File: src/sme_pkg.sv
// Shared types and constants for the set membership engine.
package sme_pkg;

   // Operation codes carried in the input item's tuser field.
   typedef enum logic [1:0] {
      OP_INSERT = 2'd0,
      OP_QUERY  = 2'd1,
      OP_CLEAR  = 2'd2
   } op_type;

   // Result status codes.
   typedef enum logic [1:0] {
      STS_OK    = 2'd0,
      STS_FULL  = 2'd1,
      STS_RANGE = 2'd2
   } status_type;

   // Configuration register indexes.
   localparam logic [1:0] CSR_LOOKUP_MODE   = 2'd0;
   localparam logic [1:0] CSR_INVERT_ANSWER = 2'd1;
   localparam logic [1:0] CSR_RANGE_MIN     = 2'd2;
   localparam logic [1:0] CSR_RANGE_MAX     = 2'd3;

   // Reset values of the range registers.
   localparam logic signed [63:0] RANGE_MIN_RESET = 64'sd0;
   localparam logic signed [63:0] RANGE_MAX_RESET = 64'sd4095;

   // Width of one bitmap memory row and its bit-select width.
   localparam int ROW_BITS  = 32;
   localparam int ROW_SEL_W = 5;

   // Number of cell match bits folded into one registered group.
   localparam int GROUP_SIZE = 32;

   // Sequencer states.
   typedef enum logic [4:0] {
      ST_SWEEP = 5'b00001,
      ST_IDLE  = 5'b00010,
      ST_CMP   = 5'b00100,
      ST_RED   = 5'b01000,
      ST_DONE  = 5'b10000
   } state_type;

   // Controls broadcast to every cell of the sorted chain.
   typedef struct packed {
      logic cmp_en;
      logic ins_en;
   } cell_ctl_type;

endpackage

File: src/sme_bitmap.sv
// Presence bitmap memory, one row of bits per address, registered read.
module sme_bitmap #(
   parameter int ROWS   = 128,
   parameter int ADDR_W = 7
) (
   input  logic                         clock,
   input  logic                         rd_en,
   input  logic [ADDR_W-1:0]            rd_addr,
   output logic [sme_pkg::ROW_BITS-1:0] rd_data_ff,
   input  logic                         wr_en,
   input  logic [ADDR_W-1:0]            wr_addr,
   input  logic [sme_pkg::ROW_BITS-1:0] wr_data
);

   logic [sme_pkg::ROW_BITS-1:0] mem [ROWS];

   // Write port.
   always_ff @(posedge clock) begin
      if (wr_en) begin
         mem[wr_addr] <= wr_data;
      end
   end

   // Read port with registered data.
   always_ff @(posedge clock) begin
      if (rd_en) begin
         rd_data_ff <= mem[rd_addr];
      end
   end

endmodule

File: config.mk
export PLATFORM = sky130hd
export DESIGN_NAME = sme_bitmap
export DESIGN_NICKNAME = d
export VERILOG_FILES = /design/src/sme_pkg.sv /design/src/sme_bitmap.sv
export SDC_FILE = /design/constraint.sdc
export NUM_CORES = 2
export LEC_CHECK = 0
export ABC_CLOCK_PERIOD_IN_PS = 4880
export BUFFER_PORTS_ARGS = -buffer_cell sky130_fd_sc_hd__buf_2
export CAP_MARGIN = 20
export CORE_ASPECT_RATIO = 1.2
export CORE_UTILIZATION = 60
export CTS_CLUSTER_DIAMETER = 100
export CTS_CLUSTER_SIZE = 12
export DETAILED_ROUTE_END_ITERATION = 6
export PLACE_DENSITY = 0.77
export SYNTH_ARGS = -nofsm -noshare
export SYNTH_HDL_FRONTEND = slang
export SYNTH_SLANG_ARGS = --single-unit
File: constraint.sdc
create_clock -name clock -period 4.88 [get_ports clock]
set_input_delay 0.244 -clock clock [delete_from_list [all_inputs] [get_ports clock]]
set_output_delay 0.244 -clock clock [all_outputs]
set_load 0.005 [all_outputs]
==> flow_summary.yaml <==
run_status:
  status: "finished, final reports clean"
floorplan:
  dieWidth_um: 468.4
  initial_core_util: 0.6027
  num_rows: 205
  die_h_um: 561.6
  fp.coreArea_um2: 259800
  ios: 81
  die_area_um2: 263100
global_routing:
  grt_pass1_vias: 77661
  grt_max_degree: 98
  antenna_found_initial: 87
  groute.usage.overall: 0.3568
  grt-ovfl-total: 0
  grt_pass1_wl_um: 630200
clocking:
  clock_latency_ns: 0.93
  cts.sinks: 4128
  cts_tree: "yes"
  clkTransAtPathRegs_ns: 0.07
  postCtsSetupBuffers: 0
  ctsHoldBuffers: 27
  clockRootBuffer: "clkbuf_16"
  cts-buffers-inserted: 386
  cts_resized: 0
  htree_levels: 5
  clock_path_buffers: 4
sta:
  final.min_clock_period_ns: 3.026
  slew_violations: 0
  fin_skew_ns: 0.07493
  rsz0062_at_grt: "no"
  min_period_over_period: 0.6200
  setup_tns_ns: 0
  tightest_slew_ns: 1.197
  whs_ns: 0.001383
  relSlewSlack: 0.2017
  fmax_ghz: 0.3305
  hold_viol_final: 0
  setup_viol: 0
min_path:
  min_path_type: "input port to flip-flop"
  holdCritStartpoint: "wr_data[3]"
  min_to: "mem[34][3]"
  whs_path_depth: 1
finish:
  drive_gt1_frac: 0.3575
  syn2layout_area_growth_pct: 11.68
  fin_nets: 6551
logic_synthesis:
  synth_seq_cells: 4128
  syn_nets: 6039
  synth_seq_area_share: 0.7916
  synth_cell_types: 16
  synthCells: 5990
  synth_warnings: 0
  syn_avg_cell_area_um2: 26.14
  syn-cell-area_um2: 156600
worst_setup_path:
  startpoint_type: "input port"
  rrSetupSlack_ns: 1.92
  max_stage_delay_ns: 0.72
  critical_path.cell_chain: "buf_12, buf_12, buf_4, mux4_2, mux4_2, mux4_2, mux2_2"
  r2r-start: "mem[101][15]"
  crit_path_top_delay_cell: "mux4_2"
  cp_data_required_time_ns: 5.53
  cp_common_cell: "mux4_2"
  worstPathArrival_ns: 3.68
  reg2reg_to: "rd_data_ff[15]"
  r2r_cells: 4
  crit_type: "input port to flip-flop"
  crit_fanout: 45
  end_kind: "flip-flop"
placement:
  io_buffers: 80
  gp_congestion: 0.8823
  hpwlAfterDp_um: 246500
detailed_routing:
  postRouteAntennaNets: 0
  viasPerCell: 7.606
  num_vias: 76179
  wire_per_inst_um: 46.62
  drt_pass1_iterations: 6
  routed_wirelength_um: 466900
  drcViolationCount: 0
  drt_iter0_drc: 13857
pwr:
  powerDensity_nw_per_um2: 401.2
  irDropWorstVdd_uv: 333.1
  p_leak_uw: 0.05336
job:
  drv_cap: 0
## flip-flops by register name (all words and copies together) (netlist names)
register	cells
mem	4096
rd_data_ff	32
## layout make-up
class                   instances  area (µm²)
diodes                         77       192.7
multi-input cells            1546       32290
clock inverters                19       370.4
fillers                     14578       84950
flip-flops and latches       4128      124000
well taps                    3415        4273
repair buffers                440        4034
clock buffers                 390        9759
## critical path: cells and delay by family
kind / cells / cell delay [ns]
buf+inv: 3 / 1.05
mux: 4 / 2.20
## per-layer routing
layer  vias to the layer above  wire (µm)  GRT usage
met5                         -        276          0
met4                        42      40970     0.2810
met3                      1566      65800    0.09727
met2                      7549     222300     0.5462
met1                     39829     137500     0.4334
li1                      27193          -          -
## where the power goes
group / switching (µW) / internal (µW)
sequential: 144 / 39200
clock: 12600 / 14100
combinational: 2600 / 1480
total: 15300 / 54800
## cells by family after synthesis
kind of cell	after synthesis	share of synthesized area
flops	4128	0.7916
simple gates	170	0.004450
buf+inv	316	0.008373
mux	1376	0.1956
## worst max-delay path by stage
stage               slack, ns       start             end
finish                   1.85  rd_addr[0]  rd_data_ff[15]
detailed placement       0.98  rd_addr[0]  rd_data_ff[10]
global placement         0.96  rd_addr[0]  rd_data_ff[10]
floorplan                1.40       wr_en      mem[98][0]
CTS                      1.98  rd_addr[0]  rd_data_ff[15]
global route             1.87  rd_addr[0]  rd_data_ff[15]
## Yosys cell counts
master	count	area, µm²
clkbuf_1	182	683.2
mux2_2	32	360.4
nor3_1	9	45.04
nand4_1	3	18.77
nand2b_1	2	12.51
or3_1	1	6.260
buf_6	2	22.52
buf_2	79	395.4
nor2_1	122	457.9
nand3_1	12	60.06
buf_4	3	22.52
nor2b_1	7	43.79
nand2_1	14	52.55
buf_1	50	187.7
edfxtp_1	4128	124000
mux4_2	1344	30270
## stage by stage
stage	total power [µW]	utilization	setup slack (ns)	cells	cell area [µm²]
detailed placement	43930	0.6321	0.9778	9499	164200
global placement	43830	0.6321	0.9637	9499	164200
global route	71280	0.6728	1.867	9987	174800
floorplan	41870	-	1.397	5990	156600
CTS	69980	0.6721	1.979	9935	174600
finish	70160	0.6731	1.854	10015	174900
## layout by cell type (no fill, tap or decap), types with 5 or more instances in the layout
cell type / netlist / layout
nor3_2: 0 / 9
nor2b_1: 7 / 7
buf_12: 0 / 57
mux4_2: 1344 / 1344
mux2_2: 32 / 32
clkbuf_16: 0 / 390
buf_4: 3 / 309
edfxtp_1: 4128 / 4128
nor2_4: 0 / 119
nand2_1: 14 / 11
inv_6: 0 / 5
diode_2: 0 / 77
buf_2: 79 / 41
clkinv_16: 0 / 7
nand3_1: 12 / 8
dlygate4sd3_1: 0 / 28
Power figures use the tool's default switching activity.
