==> src/sme_pkg.sv <==
// Shared types and constants for the set membership engine.
package sme_pkg;

   // Operation codes carried in the input item's tuser field.
   typedef enum logic [1:0] {
      OP_INSERT = 2'd0,
      OP_QUERY  = 2'd1,
      OP_CLEAR  = 2'd2
   } op_type;

   // Result status codes.
   typedef enum logic [1:0] {
      STS_OK    = 2'd0,
      STS_FULL  = 2'd1,
      STS_RANGE = 2'd2
   } status_type;

   // Configuration register indexes.
   localparam logic [1:0] CSR_LOOKUP_MODE   = 2'd0;
   localparam logic [1:0] CSR_INVERT_ANSWER = 2'd1;
   localparam logic [1:0] CSR_RANGE_MIN     = 2'd2;
   localparam logic [1:0] CSR_RANGE_MAX     = 2'd3;

   // Reset values of the range registers.
   localparam logic signed [63:0] RANGE_MIN_RESET = 64'sd0;
   localparam logic signed [63:0] RANGE_MAX_RESET = 64'sd4095;

   // Width of one bitmap memory row and its bit-select width.
   localparam int ROW_BITS  = 32;
   localparam int ROW_SEL_W = 5;

   // Number of cell match bits folded into one registered group.
   localparam int GROUP_SIZE = 32;

   // Sequencer states.
   typedef enum logic [4:0] {
      ST_SWEEP = 5'b00001,
      ST_IDLE  = 5'b00010,
      ST_CMP   = 5'b00100,
      ST_RED   = 5'b01000,
      ST_DONE  = 5'b10000
   } state_type;

   // Controls broadcast to every cell of the sorted chain.
   typedef struct packed {
      logic cmp_en;
      logic ins_en;
   } cell_ctl_type;

endpackage

==> src/sme_cell.sv <==
// One cell of the sorted store chain: holds one entry, compares it and shifts on insert.
module sme_cell (
   input  logic                  clock,
   input  sme_pkg::cell_ctl_type ctl,
   input  logic signed [63:0]    key,
   input  logic                  cell_valid,
   input  logic signed [63:0]    prev_entry,
   input  logic                  prev_less,
   output logic signed [63:0]    entry_ff,
   output logic                  less_ff,
   output logic                  match_ff
);

   // Compare the held entry against the broadcast key.
   always_ff @(posedge clock) begin
      if (ctl.cmp_en) begin
         less_ff  <= cell_valid && (entry_ff < key);
         match_ff <= cell_valid && (entry_ff == key);
      end
   end

   // On insert, cells at or above the insert point take the key or the left neighbor's entry.
   always_ff @(posedge clock) begin
      if (ctl.ins_en && !less_ff) begin
         entry_ff <= prev_less ? key : prev_entry;
      end
   end

endmodule

==> config.mk <==
export PLATFORM = sky130hd
export DESIGN_NAME = sme_cell
export DESIGN_NICKNAME = d
export VERILOG_FILES = /design/src/sme_pkg.sv /design/src/sme_cell.sv
export SDC_FILE = /design/constraint.sdc
export NUM_CORES = 1
export LEC_CHECK = 0
export ABC_CLOCK_PERIOD_IN_PS = 5200
export BUFFER_PORTS_ARGS = -buffer_cell sky130_fd_sc_hd__buf_2
export CORE_MARGIN = 2
export CORE_UTILIZATION = 48
export DETAILED_ROUTE_END_ITERATION = 10
export PLACE_DENSITY = 0.78
export SYNTH_ARGS = -nofsm -noshare
export SYNTH_HDL_FRONTEND = slang
export SYNTH_SLANG_ARGS = --single-unit
==> constraint.sdc <==
create_clock -name clock -period 5.2 [get_ports clock]
set_input_delay 0.26 -clock clock [delete_from_list [all_inputs] [get_ports clock]]
set_output_delay 0.26 -clock clock [all_outputs]
set_load 0.01 [all_outputs]
==> results of run 1 <==
==> registers in the layout, summed over array words and instances, names as in the netlist <==
signal    cells
match_ff      1
entry_ff     64
less_ff       1
==> where the power goes <==
part / switching [uW] / internal, uW
clock: 197 / 218
sequential: 18.6 / 634
combinational: 151 / 149
total: 366 / 1000
==> worst min-delay path by stage <==
stage | slack (ns) | end | start | depth (start not counted)
finish | 0.14 | match_ff | ctl[1] | 1
global route | 0.13 | match_ff | ctl[1] | 1
CTS | 0.13 | match_ff | ctl[1] | 1
detailed placement | 0.48 | less_ff | ctl[1] | 1
global placement | 0.48 | match_ff | ctl[1] | 1
floorplan | 0.37 | less_ff | ctl[1] | 0
==> per-stage QoR <==
step / setup slack [ns] / hold slack, ns / area [um^2] / std cells
after detailed placement: 2.69 / 0.484 / 5500 / 666
after floorplan: 1.42 / 0.372 / 4380 / 365
after global placement: 2.73 / 0.482 / 5500 / 666
after CTS: 2.68 / 0.128 / 5680 / 682
after global routing: 2.53 / 0.130 / 5680 / 682
final: 2.70 / 0.142 / 5680 / 682
==> Yosys cell counts (all sizes together) <==
| cell type | n | area share [%] |
|---|---|---|
| mux2 | 64 | 16 |
| a211oi | 3 | 0.51 |
| or4 | 2 | 0.43 |
| nor2 | 4 | 0.34 |
| clkbuf | 7 | 0.60 |
| nand3 | 8 | 0.91 |
| o31ai | 1 | 0.17 |
| nand2 | 12 | 1.1 |
| nor4 | 3 | 0.77 |
| or2b | 1 | 0.17 |
| a21oi | 22 | 2.6 |
| nor3 | 2 | 0.23 |
| o211ai | 1 | 0.17 |
| a221oi | 3 | 0.60 |
| nor2b | 1 | 0.14 |
| inv | 66 | 5.7 |
| mux2i | 1 | 0.23 |
| edfxtp | 66 | 45 |
| ha | 64 | 18 |
| nand4b | 1 | 0.20 |
| or3 | 1 | 0.14 |
| a31oi | 1 | 0.14 |
| o21ai | 5 | 0.57 |
| a2111oi | 1 | 0.20 |
| a21o | 12 | 2.1 |
| nand4 | 13 | 2.0 |
==> metal layers <==
layer	share of wire (%)	GRT usage, %
met5	0.12	0
met1	40	25.7
met4	1.6	7.48
met3	8.2	5.76
met2	50	38.1
==> area by class of cell <==
| class | count | area, um^2 | share of cell area, % |
|---|---|---|---|
| timing repair buffer | 200 | 1010 | 17.7 |
| sequential | 66 | 1980 | 34.9 |
| inverter | 66 | 248 | 4.36 |
| tap | 108 | 135 | 2.38 |
| clock inverter | 4 | 42.5 | 0.749 |
| multi-input combinational | 226 | 2130 | 37.5 |
| clock buffer | 12 | 135 | 2.38 |
==> logic make-up (layout without fill, tap and decap cells) <==
family	count (synthesis)	in the layout	synth area share (%)
AND/OR/NAND/NOR	48	48	6.43
multiplexers	65	65	16.7
adder cells (fa/ha/maj)	64	64	18.3
buffers and inverters	73	282	6.26
flip-flops	66	66	45.3
AO/OA/AOI/OAI	49	49	7.06
==> out/metrics.csv, run 1 <==
stage,metric,value,unit
global_routing,antenna_found_initial,1,
sta,relSlewSlack,43.5,%
sta,fmax,0.400,GHz
finish,mostFrequentLayoutCells,"198 x buf_2, 66 x inv_1, 66 x edfxtp_1",
logic_synthesis,synthCells,365,
critical_path,r2r_setup_slack,2.70,ns
floorplanning,row_count,34,
route,drc,0,
sta,min_period,2.50,ns
critical_path,cp_num_buf_inv,0,
clocking,cts.htree.levels,3,
critical_path,crit_end,less_ff,
global_routing,grt_max_degree,65,
clocking,clockBufferDepth,2,
status,outcome,"finished, final reports clean",
clocking,post_cts_resize_count,0,
sta,setup_viol,0,
floorplanning,die_x,99.5,um
global_routing,grt_pass1_wl,16800,um
clocking,ctsHoldBuffers,0,
logic_synthesis,avgSynthCellArea,12.0,um^2
power,cellPowerDensity,241,nW/um^2
global_routing,grt_overflow_total,0,
route,vias,3532,
placed_design,place_hpwl,8530,um
clocking,cts_tree,done,
sta,tightestPinTransition,0.847,ns
finish,syn_to_final_growth,29.7,%
logic_synthesis,synth-seq-cells,66,
sta,tns,0,ns
route,wirelength,10600,um
floorplanning,die_h,99.5,um
critical_path,worstPathArrival,2.68,ns
critical_path,slowest_delay,0.58,ns
global_routing,grt.total_usage,21.7,%
global_routing,grt_pass1_vias,3719,
sta,rsz0062_at_grt,no,
critical_path,worstSetupPathType,reg2reg,
critical_path,cp_top_family,simple AND/OR/NAND/NOR gates,
logic_synthesis,yosys_warnings,0,
critical_path,end_kind,register,
floorplanning,coreArea,8760,um^2
critical_path,crit_path_cell_trace,"ha_1, nand4_1, or4_4, nor4_4, nand2_2, a21oi_2, nand4b_1, mux2i_1",
floorplanning,dieArea,9900,um^2
placed_design,place_congestion,0.801,
critical_path,crit_required,5.38,ns
route,wl_per_cell,15.5,um
flow_run,maxCapViolCount,0,
critical_path,crit_cells,8,
clocking,path_clk_slew,0.08,ns
finish,final_common_cell,buf_2,
floorplanning,start_util,50.0,%
clocking,cts_setup_buffers,0,
placed_design,io_buffers,198,
logic_synthesis,netlist_area,4380,um^2
logic_synthesis,yosysUniqueCellTypes,32,
power,irDropWorstVdd,0.000131,V
route,dr.first_iter.drc_count,37,
critical_path,cp_max_fo,3,
sta,hold_violations,0,
route,viasPerCell,5.18,
floorplanning,ioPinCount,199,
critical_path,r2r-end,less_ff,
power,power,1370,uW
clocking,clock_latency,0.34,ns
clocking,clock_sinks,66,
sta,finClkSkew,0.0115,ns
sta,maxSlewViolCount,0,
route,ant_nets,0,
min_path,hold_path_class,in2reg,
sta,finalCritPeriodShare,48.1,%
finish,finish.utilization,64.8,%
clocking,clockRootBuffer,clkbuf_8,
critical_path,cp-startpoint,entry_ff[47],
finish,nNetsFinal,766,
finish,fillers,727,
logic_synthesis,seq_area_frac_synth,45.3,%
logic_synthesis,mappedNetlistNets,562,
finish,drive_gt1_share,49.1,%
power,p_leak,0.00285,uW
route,firstDrtPassIters,4,
critical_path,reg2reg_from,entry_ff[47],
critical_path,critPathLaunchType,register,
critical_path,r2r_cells,8,
finish,antenna_cells,0,
critical_path,slowest_stage,or4_4,
clocking,numCtsBuffers,9,
(Power assumes the default switching activity.)
==> inputs of run 2 (changes only) <==
ABC_CLOCK_PERIOD_IN_PS = 2000   (was 5200)
CORE_UTILIZATION = 43   (was 48)
PLACE_DENSITY = 0.73   (was 0.78)
clock period = 2 ns   (was 5.2 ns; I/O delays follow)
==> run 2 against run 1 <==
The run now ends with negative setup slack left; largest cell class unchanged; critical endpoint unchanged; critical path depth did not move; final cell count rose by 10%; register-to-register slack got worse by 3.1 ns; global-route usage fell by 0.81 points.
==> out/metrics.csv, run 2 (synthesis gave the netlist of run 1 again) <==
stage,metric,value,unit
finish,mostFrequentLayoutCells,"198 x buf_2, 66 x inv_1, 66 x edfxtp_1",
critical_path,reg2reg_from,entry_ff[40],
route,drc,0,
critical_path,worstPathArrival,2.55,ns
global_routing,grt_overflow_total,0,
global_routing,antenna_found_initial,0,
finish,final_common_cell,buf_2,
power,p_leak,0.00307,uW
floorplanning,die_h,105,um
finish,top_register,entry_ff,
critical_path,end_kind,register,
floorplanning,row_count,36,
critical_path,worstSetupPathType,reg2reg,
floorplanning,dieArea,11000,um^2
critical_path,r2r-end,less_ff,
clocking,numCtsBuffers,9,
critical_path,crit_required,2.19,ns
min_path,hold_path_class,in2reg,
sta,finClkSkew,0.00519,ns
global_routing,grt_max_degree,65,
critical_path,cp_max_fo,2,
finish,top_regs,"entry_ff (64), less_ff (1), match_ff (1)",
flow_run,maxCapViolCount,0,
sta,finalCritPeriodShare,118,%
route,dr.first_iter.drc_count,120,
clocking,cts.htree.levels,3,
clocking,clockRootBuffer,clkbuf_8,
route,ant_nets,0,
finish,syn_to_final_growth,41.0,%
placed_design,placedCellCount,728,
finish,nNetsFinal,810,
finish,fillers,853,
sta,relSlewSlack,75.0,%
critical_path,r2r_setup_slack,-0.37,ns
clocking,clock_latency,0.34,ns
finish,largest_reg_flops,64,
status,failed_checks,negative setup slack,
floorplanning,coreArea,9820,um^2
sta,hold_violations,0,
sta,min_period,2.37,ns
route,wirelength,11400,um
global_routing,grt.total_usage,20.9,%
finish,fin_cells,751,
route,viasPerCell,4.96,
floorplanning,die_x,105,um
finish,drive_gt1_share,54.2,%
sta,setup_viol,2,
placed_design,place_congestion,0.833,
sta,rsz0062_at_grt,yes,
global_routing,grt_pass1_wl,18300,um
clocking,clock_sinks,66,
placed_design,io_buffers,198,
route,wl_per_cell,15.2,um
sta,fmax,0.422,GHz
min_path,hold-path-cell-count,2,
placed_design,place_hpwl,8970,um
global_routing,grt_pass1_vias,3961,
power,irDropWorstVdd,0.000371,V
clocking,cts_tree,done,
finish,multiInputGateArea,2260,um^2
floorplanning,ioPinCount,199,
sta,maxSlewViolCount,0,
power,cellPowerDensity,577,nW/um^2
min_path,min-delay-start,prev_entry[24],
route,vias,3726,
clocking,path_clk_slew,0.07,ns
route,firstDrtPassIters,4,
sta,tns,-0.694,ns
critical_path,r2r_cells,8,
clocking,clockBufferDepth,2,
finish,seq_area,1980,um^2
critical_path,critPathLaunchType,register,
sta,tightestPinTransition,0.366,ns
floorplanning,start_util,44.6,%
status,outcome,finished with violations,
finish,antenna_cells,0,
min_path,holdPathEnd,entry_ff[24],
sta,fin_ws,-0.367,ns
-- run 2: cell count changes in the layout (fill, tap and decap cells not counted), moves of 2 or more --
cell    before  now
buf_12       0    2
buf_4        2   42
ha_1        64   56
ha_4         0    8
-- run 2: layer usage --
metal	share of wire (%)	up-vias	track usage, %
met2	51	137	37.8
met1	41	1736	24.6
met5	0	-	0
li1	-	1838	-
met3	6.4	15	3.87
met4	1.5	0	7.52
-- run 2: layout make-up --
cell class,count,area share [%]
tap,133,2.70
clock buffer,11,2.13
clock inverter,5,0.345
sequential,66,32.1
inverter,66,4.01
timing repair buffer,244,22.2
multi-input combinational,226,36.6
-- run 2: report_power, final --
part	internal [uW]	switching [uW]	total [uW]
Combinational	487	433	919
Clock	434	508	942
Sequential	1650	54.5	1700
Total	2570	995	3560
-- run 2: how the worst max path moves through the flow --
stage	from	endpoint	slack (ns)	depth (start not counted)
6_report	entry_ff[40]	less_ff	-0.37	8
2_1_floorplan	entry_ff[59]	less_ff	-0.30	8
3_3_place_gp	entry_ff[49]	less_ff	-0.35	8
3_5_place_dp	entry_ff[51]	less_ff	-0.46	8
5_1_grt	entry_ff[42]	less_ff	-0.49	8
4_1_cts	entry_ff[42]	less_ff	-0.40	8
-- run 2: repair_timing --
item / CTS / global route
gates cloned: 0 / 0
pin swaps: 6 / 0
setup endpoints to repair: 2 / 2
endpoints found under the hold margin: 2 / 0
hold buffers: 1 / 0
setup buffers: 4 / 2
resized for setup: 8 / 2
-- run 2: critical path, cell delays in order, from the launching register on --
cell	delay (ns)
edfxtp_1	0.43
ha_4	0.30
nand4_4	0.10
or4_4	0.57
nor4_4	0.30
nand2_2	0.09
a21oi_2	0.10
nand4b_1	0.13
mux2i_1	0.19
-- run 2: stage by stage --
step / instance area (um^2) / hold WS (ns) / power (uW) / setup WS [ns] / util [%]
floorplan: 4410 / 0.212 / 2180 / -0.300 / -
global placement: 5860 / 0.324 / 2580 / -0.348 / 59.7
CTS: 6130 / 0.0404 / 3600 / -0.405 / 62.5
finish: 6170 / 0.0573 / 3560 / -0.367 / 62.9
detailed placement: 5860 / 0.324 / 2620 / -0.462 / 59.7
global route: 6170 / 0.0463 / 3770 / -0.488 / 62.9
==> inputs of run 3 (changes only) <==
REMOVE_ABC_BUFFERS = 1   (was default)
==> run 3 against run 2 <==
The flow still finishes with violations (negative setup slack); highest routed layer unchanged; register-to-register slack lost 0.09 ns; non-clock buffer count fell by 8; global-route usage fell by 1.2 points; sequential cell count is the same.
==> out/metrics.csv, run 3 (synthesis gave the netlist of run 1 again) <==
stage,metric,value,unit
finish,design_area,6030,um^2
clocking,path_clk_slew,0.08,ns
route,drc,0,
floorplanning,die_x,105,um
power,p_seq_share,44.9,%
finish,top_register,entry_ff,
route,wl_per_cell,14.5,um
finish,top_regs,"entry_ff (64), less_ff (1), match_ff (1)",
sta,hold_violations,0,
global_routing,antenna_found_initial,0,
route,vias,3631,
sta,min_period,2.45,ns
floorplanning,start_util,44.6,%
power,power,3770,uW
global_routing,grt_pass1_vias,3772,
finish,nNetsFinal,802,
route,viasPerCell,4.89,
min_path,hold_path_class,in2reg,
power,cellPowerDensity,626,nW/um^2
finish,final_common_cell,buf_2,
placed_design,dpl-instance-area,5780,um^2
sta,finalCritPeriodShare,123,%
sta,tightestPinTransition,0.513,ns
sta,setup_viol,2,
finish,syn_to_final_growth,37.7,%
placed_design,place_congestion,0.808,
sta,maxSlewViolCount,0,
clocking,clock_sinks,66,
finish,seq_area,1980,um^2
critical_path,end_kind,register,
global_routing,grt_max_degree,65,
global_routing,grt.total_usage,19.7,%
clocking,numCtsBuffers,9,
placed_design,placedCellCount,723,
power,combPwrFrac,22.8,%
placed_design,io_buffers,198,
global_routing,grt_pass1_wl,17400,um
clocking,cts_tree,done,
floorplanning,die_h,105,um
clocking,clockRootBuffer,clkbuf_8,
clocking,cts.htree.levels,3,
sta,finClkSkew,0.00728,ns
power,p_leak,0.00304,uW
placed_design,place_hpwl,8640,um
global_routing,grtUsageMet3,4.12,%
power,switchingPower,989,uW
global_routing,grt_busiest_layer,met2,
clocking,clockBufferDepth,2,
route,firstDrtPassIters,4,
critical_path,critPathLaunchType,register,
sta,hold_slack,0.0511,ns
power,p_int,2780,uW
critical_path,r2r_setup_slack,-0.45,ns
critical_path,crit_path_cell_trace,"ha_1, nand4_1, or4_4, nor4_4, nand2_2, a21oi_2, nand4b_1, mux2i_1",
flow_run,maxCapViolCount,0,
route,ant_nets,0,
clocking,clock_latency,0.34,ns
power,irDropWorstVdd,0.000326,V
critical_path,worstSetupPathType,reg2reg,
critical_path,crit_required,2.19,ns
critical_path,worstPathArrival,2.64,ns
finish,mostFrequentLayoutCells,"198 x buf_2, 66 x inv_1, 66 x edfxtp_1",
global_routing,gr-usage-met1,23.5,%
status,failed_checks,negative setup slack,
finish,fin_cells,743,
finish,largest_reg_flops,64,
sta,relSlewSlack,64.9,%
finish,multiInputGateArea,2130,um^2
critical_path,slowest_stage,or4_4,
finish,fillers,836,
sta,rsz0062_at_grt,yes,
floorplanning,dieArea,11000,um^2
critical_path,cp_max_fo,3,
global_routing,grt_overflow_total,0,
finish,drive_gt1_share,52.5,%
route,wirelength,10700,um
power,p_sw_share,26.2,%
power,p_clk_share,32.3,%
finish,finish.utilization,61.4,%
global_routing,grt_use_met2,34.8,%
sta,fmax,0.407,GHz
floorplanning,ioPinCount,199,
floorplanning,row_count,36,
sta,fin_ws,-0.454,ns
critical_path,slowest_delay,0.58,ns
status,outcome,finished with violations,
route,dr.first_iter.drc_count,120,
floorplanning,coreArea,9820,um^2
finish,antenna_cells,0,
==> run 3: cell count changes in the layout (fill, tap and decap cells not counted), sizes merged <==
cell | before | now
buf | 243 | 235
clkbuf | 11 | 9
clkinv | 5 | 4
bufinv | 0 | 2
clkinvlp | 0 | 1
==> run 3: final cells by class <==
class / count / area share (%)
Timing Repair Buffer: 236 / 21.4
Sequential cell: 66 / 32.9
Inverter: 66 / 4.11
Clock inverter: 7 / 1.39
Multi-Input combinational cell: 226 / 35.4
Tap cell: 133 / 2.76
Clock buffer: 9 / 2.05
==> run 3: power groups by stage <==
stage / Clock, uW / Combinational (uW) / Sequential, uW
2_1_floorplan: 0 / 382 / 1770
3_3_place_gp: 0 / 836 / 1720
3_5_place_dp: 0 / 860 / 1730
4_1_cts: 1250 / 868 / 1700
5_1_grt: 1310 / 966 / 1710
6_report: 1220 / 858 / 1700
==> run 3: final timing paths <==
check	endpoint	from	cells after the start
setup / recovery	less_ff	entry_ff[46]	8
hold / removal	entry_ff[49]	prev_entry[49]	2
setup reg to reg	less_ff	entry_ff[46]	8
hold reg to reg	match_ff	entry_ff[2]	3
==> run 3: layer usage <==
metal / wire length (um) / part of all wire, %
met3: 660 / 6.1
met5: 0 / 0
met1: 4540 / 42
met2: 5370 / 50
met4: 172 / 1.6
==> run 3: per-stage QoR <==
step	setup slack, ns	TNS (ns)
3_5_place_dp	-0.476	-0.856
5_1_grt	-0.618	-1.07
2_1_floorplan	-1.78	-114.20
4_1_cts	-0.492	-0.888
3_3_place_gp	-0.434	-0.730
6_report	-0.454	-0.834
==> run 3: timing repair <==
item	4_1_cts	5_1_grt
resized for setup	1	0
endpoints found under the setup margin	2	2
hold buffers	1	0
pin swaps	3	3
setup buffers	1	2
hold endpoints to repair	2	0
==> run 3: worst max-delay path, delay by kind of cell, from the launching register on <==
family                     cells  cell delay, ns
and+or+nand+nor                5            1.27
muxes                          1            0.22
AOI/OAI and AO/OA              1            0.11
adders and majority gates      1            0.32
DFF                            1            0.39
